===== src/rtb_pkg.sv =====
package rtb_pkg;

    localparam int ACT_W     = 3;
    localparam int CH_W      = 3;
    localparam int ELAPSED_W = 16;
    localparam int COUNT_W   = 32;
    localparam int MASK_W    = 8;
    localparam int REG_COUNT = 8;
    localparam int CFG_IDX_W = 8;

    typedef enum logic [ACT_W-1:0] {
        ACT_TICK   = 3'd0,
        ACT_RELOAD = 3'd1,
        ACT_STOP   = 3'd2,
        ACT_LOAD   = 3'd3,
        ACT_READ   = 3'd4
    } t_action;

    typedef struct packed {
        logic                we;
        logic [CH_W-1:0]     waddr;
        logic [COUNT_W-1:0]  wdata;
        logic [CH_W-1:0]     raddr;
    } t_mem_req;

    typedef struct packed {
        logic                 start;
        logic [ELAPSED_W-1:0] dividend;
        logic [COUNT_W-1:0]   divisor;
    } t_mod_req;

    typedef struct packed {
        logic                 done;
        logic [ELAPSED_W-1:0] rem;
    } t_mod_rsp;

endpackage


===== src/rtb_in_if.sv =====
interface rtb_in_if;
    logic                          valid;
    logic                          ready;
    logic [rtb_pkg::ACT_W-1:0]     action;
    logic [rtb_pkg::CH_W-1:0]      channel;
    logic [rtb_pkg::ELAPSED_W-1:0] elapsed_ms;
    logic [rtb_pkg::COUNT_W-1:0]   load_value;

    modport source (output valid, action, channel, elapsed_ms, load_value, input ready);
    modport sink (input valid, action, channel, elapsed_ms, load_value, output ready);
endinterface


===== src/rtb_out_if.sv =====
interface rtb_out_if;
    logic                        valid;
    logic                        ready;
    logic [rtb_pkg::MASK_W-1:0]  fired_mask;
    logic [rtb_pkg::COUNT_W-1:0] remaining;
    logic                        running;

    modport source (output valid, fired_mask, remaining, running, input ready);
    modport sink (input valid, fired_mask, remaining, running, output ready);
endinterface


===== src/rtb_cfg_if.sv =====
interface rtb_cfg_if;
    logic                          valid;
    logic                          ready;
    logic [rtb_pkg::CFG_IDX_W-1:0] index;
    logic [rtb_pkg::COUNT_W-1:0]   data;

    modport source (output valid, index, data, input ready);
    modport sink (input valid, index, data, output ready);
endinterface


===== src/reloading_timer_bank.sv =====
// channel  dir  fields                                     request taken when
// i_req    in   action channel elapsed_ms load_value       valid && ready
// o_rsp    out  fired_mask remaining running               valid && ready
// i_cfg    in   index data                                 valid && ready (ready always high)
//
// reload, stop, load and read pass through the OP, RD and FIN states before the next request is taken
// a tick with nonzero elapsed walks the counter memory through RD and EV for each channel,
// plus a pass through DIV for each firing channel with a nonzero interval (serial modulo)
// the counter memory needs no clear: a stopped channel reads out as 0 and is written before it runs
// a new request is taken while the previous result still waits in the output register
module reloading_timer_bank #(
    parameter int CHANNELS = 8
) (
    input  logic      i_clk,
    input  logic      i_rst_n,
    rtb_in_if.sink    i_req,
    rtb_out_if.source o_rsp,
    rtb_cfg_if.sink   i_cfg
);

    localparam int IDX_W = (CHANNELS > 1) ? $clog2(CHANNELS) : 1;
    localparam int CW    = rtb_pkg::COUNT_W;

    typedef enum logic [5:0] {
        S_IDLE = 6'b000001,
        S_OP   = 6'b000010,
        S_RD   = 6'b000100,
        S_EV   = 6'b001000,
        S_DIV  = 6'b010000,
        S_FIN  = 6'b100000
    } t_state;

    t_state                               r_state, n_state;
    logic                                 r_frd, n_frd;
    rtb_pkg::t_action                     r_act;
    logic [rtb_pkg::CH_W-1:0]             r_ch;
    logic [rtb_pkg::ELAPSED_W-1:0]        r_elapsed;
    logic [CW-1:0]                        r_value;
    logic [IDX_W-1:0]                     r_idx, n_idx;
    logic [rtb_pkg::MASK_W-1:0]           r_fired, n_fired;
    logic [CHANNELS-1:0]                  r_run, n_run;
    logic [CW-1:0]                        r_iv [rtb_pkg::REG_COUNT];

    logic                                 r_out_valid, n_out_valid;
    logic [rtb_pkg::MASK_W-1:0]           r_out_fired, n_out_fired;
    logic [CW-1:0]                        r_out_rem, n_out_rem;
    logic                                 r_out_run, n_out_run;

    rtb_pkg::t_mem_req                    mem_req;
    rtb_pkg::t_mod_req                    mod_req;
    rtb_pkg::t_mod_rsp                    mod_rsp;
    logic [CW-1:0]                        rdata;

    logic                                 in_acc;
    logic                                 ch_valid;
    logic [IDX_W-1:0]                     ch_idx;
    logic [rtb_pkg::CH_W-1:0]             walk_addr;
    logic [CW-1:0]                        iv_sel;
    logic [CW-1:0]                        elapsed_ext;
    logic                                 last;

    rtb_cnt_mem #(
        .DEPTH (CHANNELS)
    ) u_mem (
        .i_clk   (i_clk),
        .i_req   (mem_req),
        .o_rdata (rdata)
    );

    rtb_mod u_mod (
        .i_clk   (i_clk),
        .i_rst_n (i_rst_n),
        .i_req   (mod_req),
        .o_rsp   (mod_rsp)
    );

    assign i_req.ready = (r_state == S_IDLE);
    assign in_acc      = i_req.valid && i_req.ready;
    assign i_cfg.ready = 1'b1;

    assign ch_valid    = ({1'b0, r_ch} < (rtb_pkg::CH_W + 1)'(CHANNELS));
    assign ch_idx      = r_ch[IDX_W-1:0];
    assign walk_addr   = rtb_pkg::CH_W'(r_idx);
    assign iv_sel      = r_iv[(r_act == rtb_pkg::ACT_TICK) ? walk_addr : r_ch];
    assign elapsed_ext = CW'(r_elapsed);
    assign last        = (r_idx == IDX_W'(CHANNELS - 1));

    assign o_rsp.valid      = r_out_valid;
    assign o_rsp.fired_mask = r_out_fired;
    assign o_rsp.remaining  = r_out_rem;
    assign o_rsp.running    = r_out_run;

    always_comb begin
        n_state     = r_state;
        n_frd       = r_frd;
        n_idx       = r_idx;
        n_fired     = r_fired;
        n_run       = r_run;
        n_out_valid = r_out_valid;
        n_out_fired = r_out_fired;
        n_out_rem   = r_out_rem;
        n_out_run   = r_out_run;

        mem_req.we    = 1'b0;
        mem_req.waddr = r_ch;
        mem_req.wdata = '0;
        mem_req.raddr = r_ch;

        mod_req.start    = 1'b0;
        mod_req.dividend = r_elapsed - rdata[rtb_pkg::ELAPSED_W-1:0];
        mod_req.divisor  = iv_sel;

        if (o_rsp.valid && o_rsp.ready) begin
            n_out_valid = 1'b0;
        end

        case (r_state)
            S_IDLE: begin
                if (in_acc) begin
                    n_idx   = '0;
                    n_fired = '0;
                    n_frd   = 1'b0;
                    if ((rtb_pkg::t_action'(i_req.action) == rtb_pkg::ACT_TICK)
                            && (i_req.elapsed_ms != '0)) begin
                        n_state = S_RD;
                    end else begin
                        n_state = S_OP;
                    end
                end
            end
            S_OP: begin
                if (ch_valid) begin
                    case (r_act)
                        rtb_pkg::ACT_RELOAD: begin
                            mem_req.we    = 1'b1;
                            mem_req.wdata = iv_sel;
                            n_run[ch_idx] = (iv_sel != '0);
                        end
                        rtb_pkg::ACT_STOP: begin
                            mem_req.we    = 1'b1;
                            n_run[ch_idx] = 1'b0;
                        end
                        rtb_pkg::ACT_LOAD: begin
                            mem_req.we    = 1'b1;
                            mem_req.wdata = r_value;
                            n_run[ch_idx] = 1'b1;
                        end
                        default: begin
                        end
                    endcase
                end
                n_state = S_RD;
                n_frd   = 1'b1;
            end
            S_RD: begin
                // final read of the addressed channel, or one step of the walk
                if (r_frd) begin
                    n_state = S_FIN;
                end else begin
                    mem_req.raddr = walk_addr;
                    n_state       = S_EV;
                end
            end
            S_EV: begin
                mem_req.waddr = walk_addr;
                mem_req.raddr = walk_addr;
                if (!r_run[r_idx]) begin
                    n_state = S_RD;
                end else if (rdata > elapsed_ext) begin
                    mem_req.we    = 1'b1;
                    mem_req.wdata = rdata - elapsed_ext;
                    n_state       = S_RD;
                end else if (iv_sel != '0) begin
                    mod_req.start = 1'b1;
                    n_state       = S_DIV;
                end else begin
                    mem_req.we   = 1'b1;
                    n_run[r_idx] = 1'b0;
                    n_fired      = r_fired | (rtb_pkg::MASK_W'(1) << r_idx);
                    n_state      = S_RD;
                end
                if (n_state == S_RD) begin
                    if (last) begin
                        n_frd = 1'b1;
                    end else begin
                        n_idx = r_idx + 1'b1;
                    end
                end
            end
            S_DIV: begin
                mem_req.waddr = walk_addr;
                if (mod_rsp.done) begin
                    mem_req.we    = 1'b1;
                    mem_req.wdata = iv_sel - CW'(mod_rsp.rem);
                    n_fired       = r_fired | (rtb_pkg::MASK_W'(1) << r_idx);
                    n_state       = S_RD;
                    if (last) begin
                        n_frd = 1'b1;
                    end else begin
                        n_idx = r_idx + 1'b1;
                    end
                end
            end
            S_FIN: begin
                if (!r_out_valid || o_rsp.ready) begin
                    n_out_valid = 1'b1;
                    n_out_fired = r_fired;
                    n_out_run   = ch_valid && r_run[ch_idx];
                    n_out_rem   = n_out_run ? rdata : '0;
                    n_state     = S_IDLE;
                end
            end
            default: begin
                n_state = S_IDLE;
            end
        endcase
    end

    always_ff @(posedge i_clk) begin
        if (!i_rst_n) begin
            r_state     <= S_IDLE;
            r_frd       <= 1'b0;
            r_idx       <= '0;
            r_fired     <= '0;
            r_run       <= '0;
            r_out_valid <= 1'b0;
            for (int i = 0; i < rtb_pkg::REG_COUNT; i++) begin
                r_iv[i] <= '0;
            end
        end else begin
            r_state     <= n_state;
            r_frd       <= n_frd;
            r_idx       <= n_idx;
            r_fired     <= n_fired;
            r_run       <= n_run;
            r_out_valid <= n_out_valid;
            if (i_cfg.valid && i_cfg.ready
                    && (i_cfg.index < rtb_pkg::CFG_IDX_W'(rtb_pkg::REG_COUNT))) begin
                r_iv[i_cfg.index[rtb_pkg::CH_W-1:0]] <= i_cfg.data;
            end
        end
    end

    always_ff @(posedge i_clk) begin
        if (in_acc) begin
            r_act     <= rtb_pkg::t_action'(i_req.action);
            r_ch      <= i_req.channel;
            r_elapsed <= i_req.elapsed_ms;
            r_value   <= i_req.load_value;
        end
        r_out_fired <= n_out_fired;
        r_out_rem   <= n_out_rem;
        r_out_run   <= n_out_run;
    end

endmodule


===== src/rtb_mod.sv =====
module rtb_mod (
    input  logic              i_clk,
    input  logic              i_rst_n,
    input  rtb_pkg::t_mod_req i_req,
    output rtb_pkg::t_mod_rsp o_rsp
);

    localparam int DW     = rtb_pkg::ELAPSED_W;
    localparam int STEP_W = $clog2(DW + 1);

    logic                          r_busy;
    logic                          r_done;
    logic [STEP_W-1:0]             r_step;
    logic [DW-1:0]                 r_dvd;
    logic [DW-1:0]                 r_rem;
    logic [rtb_pkg::COUNT_W-1:0]   r_dvs;

    logic [DW:0]                   trial;
    logic [rtb_pkg::COUNT_W-1:0]   trial_ext;
    logic [rtb_pkg::COUNT_W-1:0]   diff;
    logic [DW-1:0]                 n_rem;

    // one restoring step per cycle
    always_comb begin
        trial     = {r_rem, r_dvd[DW-1]};
        trial_ext = rtb_pkg::COUNT_W'(trial);
        diff      = trial_ext - r_dvs;
        if (trial_ext >= r_dvs) begin
            n_rem = diff[DW-1:0];
        end else begin
            n_rem = trial[DW-1:0];
        end
    end

    always_ff @(posedge i_clk) begin
        if (!i_rst_n) begin
            r_busy <= 1'b0;
            r_done <= 1'b0;
            r_step <= '0;
        end else begin
            r_done <= 1'b0;
            if (i_req.start) begin
                r_busy <= 1'b1;
                r_step <= '0;
            end else if (r_busy) begin
                r_step <= r_step + 1'b1;
                if (r_step == STEP_W'(DW - 1)) begin
                    r_busy <= 1'b0;
                    r_done <= 1'b1;
                end
            end
        end
    end

    always_ff @(posedge i_clk) begin
        if (i_req.start) begin
            r_dvd <= i_req.dividend;
            r_dvs <= i_req.divisor;
            r_rem <= '0;
        end else if (r_busy) begin
            r_dvd <= {r_dvd[DW-2:0], 1'b0};
            r_rem <= n_rem;
        end
    end

    assign o_rsp.done = r_done;
    assign o_rsp.rem  = r_rem;

endmodule


===== src/rtb_cnt_mem.sv =====
module rtb_cnt_mem #(
    parameter int DEPTH = 8
) (
    input  logic                        i_clk,
    input  rtb_pkg::t_mem_req           i_req,
    output logic [rtb_pkg::COUNT_W-1:0] o_rdata
);

    localparam int AW = (DEPTH > 1) ? $clog2(DEPTH) : 1;

    logic [rtb_pkg::COUNT_W-1:0] r_mem [DEPTH];
    logic [rtb_pkg::COUNT_W-1:0] r_rdata;

    always_ff @(posedge i_clk) begin
        if (i_req.we) begin
            r_mem[i_req.waddr[AW-1:0]] <= i_req.wdata;
        end
        r_rdata <= r_mem[i_req.raddr[AW-1:0]];
    end

    assign o_rdata = r_rdata;

endmodule


===== src/flat_wrapper.sv =====
// flat-port wrapper written by rule: the top's interface ports become plain ports
module reloading_timer_bank_flat 
#(
    parameter int CHANNELS = 8
)
  (i_clk, i_rst_n, i_req_valid, i_req_action, i_req_channel, i_req_elapsed_ms, i_req_load_value, i_req_ready, o_rsp_valid, o_rsp_fired_mask, o_rsp_remaining, o_rsp_running, o_rsp_ready, i_cfg_valid, i_cfg_index, i_cfg_data, i_cfg_ready);
  rtb_in_if i_req_i ();
  rtb_out_if o_rsp_i ();
  rtb_cfg_if i_cfg_i ();
  input  logic i_clk;
  input  logic i_rst_n;
  input wire logic [$bits(i_req_i.valid)-1:0] i_req_valid;
  input wire logic [$bits(i_req_i.action)-1:0] i_req_action;
  input wire logic [$bits(i_req_i.channel)-1:0] i_req_channel;
  input wire logic [$bits(i_req_i.elapsed_ms)-1:0] i_req_elapsed_ms;
  input wire logic [$bits(i_req_i.load_value)-1:0] i_req_load_value;
  output wire logic [$bits(i_req_i.ready)-1:0] i_req_ready;
  output wire logic [$bits(o_rsp_i.valid)-1:0] o_rsp_valid;
  output wire logic [$bits(o_rsp_i.fired_mask)-1:0] o_rsp_fired_mask;
  output wire logic [$bits(o_rsp_i.remaining)-1:0] o_rsp_remaining;
  output wire logic [$bits(o_rsp_i.running)-1:0] o_rsp_running;
  input wire logic [$bits(o_rsp_i.ready)-1:0] o_rsp_ready;
  input wire logic [$bits(i_cfg_i.valid)-1:0] i_cfg_valid;
  input wire logic [$bits(i_cfg_i.index)-1:0] i_cfg_index;
  input wire logic [$bits(i_cfg_i.data)-1:0] i_cfg_data;
  output wire logic [$bits(i_cfg_i.ready)-1:0] i_cfg_ready;
  assign i_req_i.valid = i_req_valid;
  assign i_req_i.action = i_req_action;
  assign i_req_i.channel = i_req_channel;
  assign i_req_i.elapsed_ms = i_req_elapsed_ms;
  assign i_req_i.load_value = i_req_load_value;
  assign i_req_ready = i_req_i.ready;
  assign o_rsp_valid = o_rsp_i.valid;
  assign o_rsp_fired_mask = o_rsp_i.fired_mask;
  assign o_rsp_remaining = o_rsp_i.remaining;
  assign o_rsp_running = o_rsp_i.running;
  assign o_rsp_i.ready = o_rsp_ready;
  assign i_cfg_i.valid = i_cfg_valid;
  assign i_cfg_i.index = i_cfg_index;
  assign i_cfg_i.data = i_cfg_data;
  assign i_cfg_ready = i_cfg_i.ready;
  reloading_timer_bank #(.CHANNELS(CHANNELS)) u_core (.i_clk(i_clk), .i_rst_n(i_rst_n), .i_req(i_req_i), .o_rsp(o_rsp_i), .i_cfg(i_cfg_i));
endmodule

===== config.mk =====
export PLATFORM = sky130hd
export DESIGN_NAME = reloading_timer_bank_flat
export DESIGN_NICKNAME = d
export VERILOG_FILES = /design/src/rtb_pkg.sv /design/src/rtb_in_if.sv /design/src/rtb_out_if.sv /design/src/rtb_cfg_if.sv /design/src/reloading_timer_bank.sv /design/src/rtb_mod.sv /design/src/rtb_cnt_mem.sv /design/src/flat_wrapper.sv
export SDC_FILE = /design/constraint.sdc
export NUM_CORES = 1
export LEC_CHECK = 0
export ABC_AREA = 1
export CELL_PAD_IN_SITES_DETAIL_PLACEMENT = 1
export CELL_PAD_IN_SITES_GLOBAL_PLACEMENT = 1
export CORE_AREA = 2 2 321 323
export DETAILED_ROUTE_END_ITERATION = 16
export DIE_AREA = 0 0 323 325
export DONT_BUFFER_PORTS = 1
export GPL_ROUTABILITY_DRIVEN = 0
export HOLD_SLACK_MARGIN = 0.12
export PLACE_DENSITY = 0.68
export SYNTH_ARGS = -nofsm -noshare
export SYNTH_HDL_FRONTEND = slang
export SYNTH_SLANG_ARGS = --single-unit

===== constraint.sdc =====
create_clock -name i_clk -period 3.99 [get_ports i_clk]
set_clock_uncertainty 0.1 [all_clocks]
set_input_delay 0.1995 -clock i_clk [delete_from_list [all_inputs] [get_ports i_clk]]
set_output_delay 0.1995 -clock i_clk [all_outputs]
set_load 0.01 [all_outputs]

# Word-level counts from Yosys, hierarchy flattened
# Memory sizes are Yosys's and may differ from the RTL's. A register that Yosys moved wholly into a read port is not among the register bits.
# Cells that the tools add are included.
# totals
register_bits	193
input_bits	99
out_inout_bits	44
memories	2
ram_bits	512
wordCells	168
# classes
bitwise_logic	8
n_reduce_logical	27
n_eq_ne	20
muxes	78
n_lt_le_gt_ge	7
shift	1
addsub	6
# mem_list
name	depth	word_bits	rd	rd_clocked_by_memory_dff	wr	line	source
u_core.r_iv	8	32	1	0	8	reloading_timer_bank.sv:42	logic [CW-1:0] r_iv [rtb_pkg::REG_COUNT];
u_core.u_mem.r_mem	8	32	1	1	1	rtb_cnt_mem.sv:11	logic [rtb_pkg::COUNT_W-1:0] r_mem [DEPTH];
# ops
op	n
2-to-1 mux 32 bit	4
case mux 32 bit (3 select lines)	1
2-to-1 mux 8 bit	8
case mux 32 bit (2 select lines)	1
subtractor 32 x 16 -> 32 bit	2
2-to-1 mux 16 bit	3
case mux 8 bit (3 select lines)	2
2-to-1 mux 6 bit	7
case mux 6 bit (6 select lines)	1
greater-or-equal comparator 17 x 32 -> 1 bit	1
greater-than comparator 32 x 16 -> 1 bit	1
nonzero test 32 bit	1
OR reduction 32 bit	1
subtractor 16 bit	2
2-to-1 mux 1 bit	31
2-to-1 mux 3 bit	9
AND 8 bit	2
NOT 8 bit	2
OR 8 bit	2
case mux 8 bit (2 select lines)	1
nonzero test 16 bit	1
equality test 6 x 3 -> 1 bit (second input constant)	2
case mux 3 bit (3 select lines)	1
bitwise mux 8 bit	1
other kinds (39)	60

# Logic depth before layout (Yosys ltp)
# Gate-level depths: netlist of run 1.
# An unclocked memory read counts as a cell.
# depth
word_depth	11
ltp_mapped	28
depth_no_buf	25

# Cells and area by module
# From an unflattened synthesis of run 1, not the netlist that was laid out.
# hier_totals
cells_unflattened	4165
area_unflattened_um2	36850.3
# by_module_without_submodules
module	cells_per_inst	instances	area_per_inst_um2	seq_area_each_um2
reloading_timer_bank	2570	1	21175.3	11080.6
rtb_cnt_mem	1156	1	11872.6	8328.0
rtb_mod	439	1	3802.4	1901.8

# Worst setup path after synthesis of run 1
# No wires, ideal clock.
# synth_timing
path_type	register -> register
startpoint	register u_core.r_act[1]
endpoint	memory u_core.u_mem.r_mem[0][0] in the netlist's numbering, enable pin
setup_time_ns	0.421
required_time_ns	3.469
slack_ns	-0.245
arrival_ns	3.714
path_buffers	3
period_less_slack_ns	4.235
path_stages_with_launch	21
path_cell_list	edfxtp_1 > buf_6 > nor2_8 > nand2_8 > nand2_1 > o21ai_4 > buf_2 > nand3_1 > nand3_1 > nand2_2 > nand2_1 > nor2_2 > nand2_1 > nor2_1 > nand2_2 > buf_4 > nand2_1 > nand2_1 > nand2_1 > nand2_1 > nor2_1
# synth_via
elab_chain_cells	10
elab_cells_between_ends	15
cone_classes	3 x eq/ne; 8 x mux; 3 x reduce/logical; 1 x memory
# synth_lines
item	line	source
from (decl)	reloading_timer_bank.sv:35	rtb_pkg::t_action r_act;
from (signal assigned)	reloading_timer_bank.sv:246	r_act <= rtb_pkg::t_action'(i_req.action);
logical NOT 3 bit	reloading_timer_bank.sv:84	assign iv_sel = r_iv[(r_act == rtb_pkg::ACT_TICK) ? walk_addr : r_ch];
2-to-1 mux 3 bit	reloading_timer_bank.sv:84	
memory (8 x 32 bit)	--	
nonzero test 32 bit	reloading_timer_bank.sv:173	end else if (iv_sel != '0) begin
2-to-1 mux 1 bit	reloading_timer_bank.sv:173	
2-to-1 mux 1 bit	reloading_timer_bank.sv:169	end else if (rdata > elapsed_ext) begin
2-to-1 mux 1 bit	reloading_timer_bank.sv:167	if (!r_run[r_idx]) begin
case mux 1 bit (3 select lines) *	reloading_timer_bank.sv:117	case (r_state)
2-to-1 mux 1 bit *	rtb_cnt_mem.sv:15	if (i_req.we) begin
2-to-1 mux 1 bit (not written as such) *	rtb_cnt_mem.sv:16	r_mem[i_req.waddr[AW-1:0]] <= i_req.wdata;
to (decl)	rtb_cnt_mem.sv:11	
# Mark *: on every way between the ends. The rest lies on a longest branch, timed or not.

==> results.sh, run 1 <==
export IMPL_area_growth_pct=26.1
export IMPL_dr_pass1_iters=5
export IMPL_pwr_share_clk_pct=37.6
export IMPL_intPower_mw=15.0
export IMPL_coreArea_sq_um=101000
export IMPL_slowest_delay_ns=0.49
export IMPL_cts_buffers=84
export IMPL_finalSetupViolations=8
export IMPL_drt_initial_drc_count=2333
export IMPL_synth_area_per_cell_sq_um=9.61
export IMPL_final_cell_mix="edfxtp_1 (655), nand2_1 (603), nor2_1 (513), inv_1 (410), nand3_1 (287)"
export IMPL_antenna_found_initial=7
export IMPL_fin_crit_sh_pct=100
export IMPL_crit_buf_inv=7
export IMPL_fin_area_sq_um=44500
export IMPL_crit_top_cell="nand2_2"
export IMPL_port_buffers=0
export IMPL_cpLargestDelayFamily="simple AND/OR/NAND/NOR gates"
export IMPL_clock_sinks=737
export IMPL_tritoncts="built"
export IMPL_place_area_sq_um=38700
export IMPL_drive_gt1_share_pct=15.7
export IMPL_peakVddDrop_mv=0.357
export IMPL_leakage_nw=18.0
export IMPL_dp_hpwl_mm=82.6
export IMPL_synth_top_flop_cell="edfxtp_1"
export IMPL_clk_pin_slew_ns=0.06
export IMPL_worstMarginPinSlew_ns=1.11
export IMPL_yosys_area_top_type="edfxtp_1"
export IMPL_die_area_sq_um=105000
export IMPL_die_x_um=323
export IMPL_ys_seq_area_share_pct=60.4
export IMPL_wl_per_cell_um=23.1
export IMPL_p_seq_share_pct=41.5
export IMPL_synth_cell_types=56
export IMPL_grt_pass1_wl_mm=184
export IMPL_status="finished, violations left"
export IMPL_power_frac_comb_pct=20.9
export IMPL_tns_ns=-0.0502
export IMPL_violations="setup timing"
export IMPL_clk_latency_ns=0.69
export IMPL_synth_nets=3848
export IMPL_synth_edff_count=655
export IMPL_cts_root_buffer="clkbuf_16"
export IMPL_cp_max_fo=8
export IMPL_initial_core_util_pct=34.8
export IMPL_synth_area_sq_um=35300
export IMPL_ys_top_cells_by_area="edfxtp_1 (56%), nand2_1 (7.0%), nor2_1 (5.7%)"
export IMPL_total_power_mw=21.4
export IMPL_drt_wl_total_mm=127
export IMPL_cp_start_kind="register"
export IMPL_vias=28590
export IMPL_maxCapViolCount=0
export IMPL_syn_inst=3672
export IMPL_synth_top_area_share_pct=55.7
export IMPL_vias_per_cell=5.21
export IMPL_powerDensity_nw_per_um2=480
export IMPL_grt_max_degree=78
export IMPL_ys_warn_count=0
export IMPL_max_slew_margin_pct=25.6
export IMPL_hold_path_class="input pin to register"
export IMPL_die_h_um=325
export IMPL_final_common_cell="edfxtp_1"
export IMPL_cts_path_max_buffers=3
export IMPL_cp_required_ns=4.29
export IMPL_final_nets=4222
export IMPL_fillers=11336
export IMPL_ys_ff_latch=737
export IMPL_swShare_pct=29.7
export IMPL_drc_errors=0
export IMPL_path_class="register to register"
export IMPL_ios=143
export IMPL_crit_path_end_kind="register"
export IMPL_timing_fmax_mhz=250
export IMPL_grt_pass1_vias=29797
export IMPL_htreeDepth=3
export IMPL_std_cell_rows=117
export IMPL_synth_async_reset_ratio_pct=0
export IMPL_p_switching_mw=6.34
export IMPL_fin_crit_ns=4.00
export IMPL_grt_setup_unrepaired="yes"
export IMPL_grt_overflow=0
export IMPL_slowest_stage="edfxtp_1"
export IMPL_grtUsageTotal_pct=23.4
export IMPL_ant_nets=0
export IMPL_cp_data_arrival_time_ns=4.29
export IMPL_hold_violations=0
export IMPL_final_util_pct=43.9
export IMPL_maxSlewViolCount=0
export IMPL_worst_slack_ns=-0.00869
[power groups by stage]
stage               Sequential (mW)  Clock (mW)  Combinational (mW)
CTS                            8.86        8.10                3.88
global placement               9.02           0                3.55
global route                   8.89        8.39                4.80
detailed placement             9.02           0                3.62
finish                         8.87        8.02                4.46
floorplan                      8.91           0                2.08
[repair_timing]
item	4_1_cts	5_1_grt
hold buffers	142	0
setup endpoints to repair	486	537
pin swaps	16	68
setup buffers	7	36
resized for setup	58	204
cloned	2	8
hold endpoints to repair	464	0
[registers in the layout, indices dropped and copies added (netlist names), 3 cells and up]
signal,cells
u_core.r_idx,3
u_core.u_mod.r_rem,16
u_core.r_value,32
u_core.r_elapsed,16
u_core.o_rsp.remaining,32
u_core.u_mod.r_dvs,32
u_core.u_mod.r_step,5
u_core.u_mod.r_dvd,16
u_core.r_act,3
u_core.r_state,6
u_core.u_mem.r_mem,256
u_core.ch_idx,3
u_core.r_run,8
u_core.r_fired,8
u_core.r_iv,256
u_core.u_mem.o_rdata,32
u_core.o_rsp.fired_mask,8
[layer usage]
metal	wire, um	up-vias	part of all wire, %	global-route usage [%]
met3	7830	242	6.2	4.57
met4	4480	8	3.5	8.59
li1	-	13149	-	-
met2	60300	871	48	38.9
met5	57	-	0.045	0
met1	54100	14320	43	30.1
[synth_stat cells (all sizes together) (2+ instances only)]
library cell  instances
a211oi                3
a21o                  5
a21oi               134
a31oi                39
and2                  2
buf                  77
clkbuf               95
clkinv                5
dfxtp                82
edfxtp              655
fa                    4
ha                   73
inv                 440
nand2               666
nand3               312
nand3b                3
nand4                21
nor2                537
nor3                 21
nor4                 11
o2111ai               2
o211ai               25
o21a                  3
o21ai               294
o21bai               66
o221ai                8
o22ai                32
o311ai                2
or2                   3
xnor2                15
xor2                 29
[through the flow]
| stage | std cells | setup WS, ns | hold slack [ns] |
|---|---|---|---|
| final | 5485 | -0.00869 | 0.148 |
| after global placement | 5136 | -0.353 | 0.198 |
| after CTS | 5442 | -0.0213 | 0.122 |
| after global routing | 5485 | -0.245 | 0.141 |
| after floorplan | 3672 | -0.245 | 0.198 |
| after detailed placement | 5136 | -0.465 | 0.198 |
[final timing paths]
check	start	to	slack [ns]	cells after the start
max	u_core.r_act[1]	u_core.u_mem.r_mem[0][11]	-0.009	25
min	i_rst_n	u_core.r_iv[0][12]	0.15	1
max reg2reg	u_core.r_act[1]	u_core.u_mem.r_mem[0][11]	-0.009	25
min reg2reg	u_core.r_fired[4]	u_core.o_rsp.fired_mask[4]	0.33	0
[cell families (layout without fill, tap and decap cells)]
group | after synthesis | in the layout | synth area share [%]
simple gates | 1579 | 1580 | 18.6
flops | 737 | 737 | 60.4
compound gates | 617 | 617 | 9.96
buf+inv | 617 | 1059 | 7.11
fa+ha+maj | 77 | 77 | 2.81
xor+xnor | 44 | 44 | 1.09
other cells | 1 | 3 | 0.0106
[layout make-up]
class                           count  area (sq um)  share of cell area [%]
Sequential cell                   737         21300                    47.9
Multi-Input combinational cell   2319         12400                    28.0
Timing Repair Buffer              459          4530                    10.2
Clock buffer                      115          2300                    5.17
Tap cell                         1368          1710                    3.85
Inverter                          445          1680                    3.78
Clock inverter                     40           524                    1.18
Antenna cell                        2          5.00                  0.0112
Note: power is estimated with default switching activity, not from simulation.
==> run 2, diff against run 1 <==
--- a/config.mk
+++ b/config.mk
@@ -15,6 +15,7 @@
 export GPL_ROUTABILITY_DRIVEN = 0
 export HOLD_SLACK_MARGIN = 0.12
 export PLACE_DENSITY = 0.68
+export SKIP_CTS_REPAIR_TIMING = 1
 export SYNTH_ARGS = -nofsm -noshare
 export SYNTH_HDL_FRONTEND = slang
 export SYNTH_SLANG_ARGS = --single-unit
==> results.sh, run 2 (synthesis gave the netlist of run 1 again) <==
export IMPL_drive_gt1_share_pct=15.1
export IMPL_drc_errors=0
export IMPL_drt_wl_total_mm=126
export IMPL_tns_ns=-0.0464
export IMPL_htreeDepth=3
export IMPL_path_class="register to register"
export IMPL_hold_violations=0
export IMPL_wl_per_cell_um=23.1
export IMPL_timing_fmax_mhz=250
export IMPL_maxSlewViolCount=0
export IMPL_crit_top_cell="nand2_2"
export IMPL_fin_crit_ns=4.00
export IMPL_grt_pass1_vias=28825
export IMPL_powerDensity_nw_per_um2=482
export IMPL_cp_start_kind="register"
export IMPL_final_cell_mix="edfxtp_1 (655), nand2_1 (608), nor2_1 (509), inv_1 (413), nand3_1 (294)"
export IMPL_cp_data_arrival_time_ns=4.39
export IMPL_regArea_sq_um=21300
export IMPL_ant_nets=0
export IMPL_max_slew_margin_pct=31.3
export IMPL_place_worst_setup_slack_ns=-0.465
export IMPL_placedCellCount=5136
export IMPL_total_power_mw=21.3
export IMPL_peakVddDrop_mv=0.374
export IMPL_area_growth_pct=25.0
export IMPL_cp_max_fo=8
export IMPL_finalSetupViolations=7
export IMPL_dr_pass1_iters=5
export IMPL_slowest_stage="edfxtp_1"
export IMPL_multiInputGateArea_sq_um=12300
export IMPL_cts_root_buffer="clkbuf_16"
export IMPL_coreArea_sq_um=101000
export IMPL_r2r_slack_ns=-0.01
export IMPL_grt_overflow=0
export IMPL_final_nets=4197
export IMPL_die_x_um=323
export IMPL_cts_path_max_buffers=3
export IMPL_violations="setup timing"
export IMPL_worstMarginPinSlew_ns=1.03
export IMPL_hold_path_class="input pin to register"
export IMPL_clk_latency_ns=0.69
export IMPL_grt_pass1_wl_mm=177
export IMPL_vias_per_cell=5.23
export IMPL_drt_initial_drc_count=2404
export IMPL_worst_slack_ns=-0.00974
export IMPL_std_cell_rows=117
export IMPL_grt_setup_unrepaired="yes"
export IMPL_ios=143
export IMPL_cp_required_ns=4.38
export IMPL_fillers=11311
export IMPL_vias=28552
export IMPL_cts_buffers=84
export IMPL_grtUsageTotal_pct=22.5
export IMPL_grt_max_degree=78
export IMPL_port_buffers=0
export IMPL_leakage_nw=17.8
export IMPL_die_area_sq_um=105000
export IMPL_clk_pin_slew_ns=0.06
export IMPL_maxCapViolCount=0
export IMPL_die_h_um=325
export IMPL_antenna_found_initial=5
export IMPL_dp_hpwl_mm=82.6
export IMPL_final_common_cell="edfxtp_1"
export IMPL_initial_core_util_pct=34.8
export IMPL_clock_sinks=737
export IMPL_slowest_delay_ns=0.48
export IMPL_instances_no_fill=5461
export IMPL_crit_path_end_kind="register"
export IMPL_tritoncts="built"
export IMPL_status="finished, violations left"
export IMPL_fin_crit_sh_pct=100
export IMPL_hold_slack_ns=0.130
run 2: cell count changes in the layout (fill, tap and decap cells not counted), moves of 4 or more:
cell           delta
nand3_1           +7
buf_6             -4
nand2_1           +5
nor2_1            -4
nand2_2           -6
buf_4            -11
dlygate4sd3_1     -8
ha_4              -4
inv_2             -4
nand3_4           -4
run 2: path summary, 6_finish.rpt:
kind | cells past startpoint | endpoint | start
setup / recovery | 25 | u_core.u_mem.r_mem[3][9] | u_core.r_act[2]
hold / removal | 5 | u_core.r_iv[6][12] | i_cfg_index[2]
setup reg to reg | 25 | u_core.u_mem.r_mem[3][9] | u_core.r_act[2]
hold reg to reg | 0 | u_core.o_rsp.fired_mask[4] | u_core.r_fired[4]
run 2: power breakdown:
group / total, mW / switching [mW] / internal, mW
Combinational: 4.37 / 2.74 / 1.63
Clock: 8.02 / 3.36 / 4.66
Sequential: 8.87 / 0.215 / 8.66
run 2: per-layer routing:
metal | track usage [%] | wire length [um] | share of wire (%)
met1 | 29.5 | 54300 | 43
met2 | 36.7 | 60800 | 48
met3 | 4.73 | 7280 | 5.8
met4 | 8.39 | 3740 | 3.0
met5 | 0 | 27 | 0.021
run 2: worst max-delay path: cells and delay by family, from the launching register on:
family / cells / cell delay [ns]
AO/OA/AOI/OAI: 8 / 1.17
buffers and inverters: 7 / 0.91
AND/OR/NAND/NOR: 9 / 0.91
flip-flops: 1 / 0.48
adder cells (fa/ha/maj): 1 / 0.24
run 2: final cells by class:
class                           instances  area share, %
Timing Repair Buffer                  434           9.72
Antenna cell                            3         0.0170
Multi-Input combinational cell       2319           27.9
Clock inverter                         40           1.19
Clock buffer                          115           5.21
Tap cell                             1368           3.88
Inverter                              445           3.81
Sequential cell                       737           48.3
run 2: per-stage QoR:
stage	utilization, %	cell area, sq um
3_3_place_gp	38.2	38700
2_1_floorplan	-	35300
4_1_cts	41.0	41500
5_1_grt	43.6	44100
3_5_place_dp	38.2	38700
6_report	43.6	44100
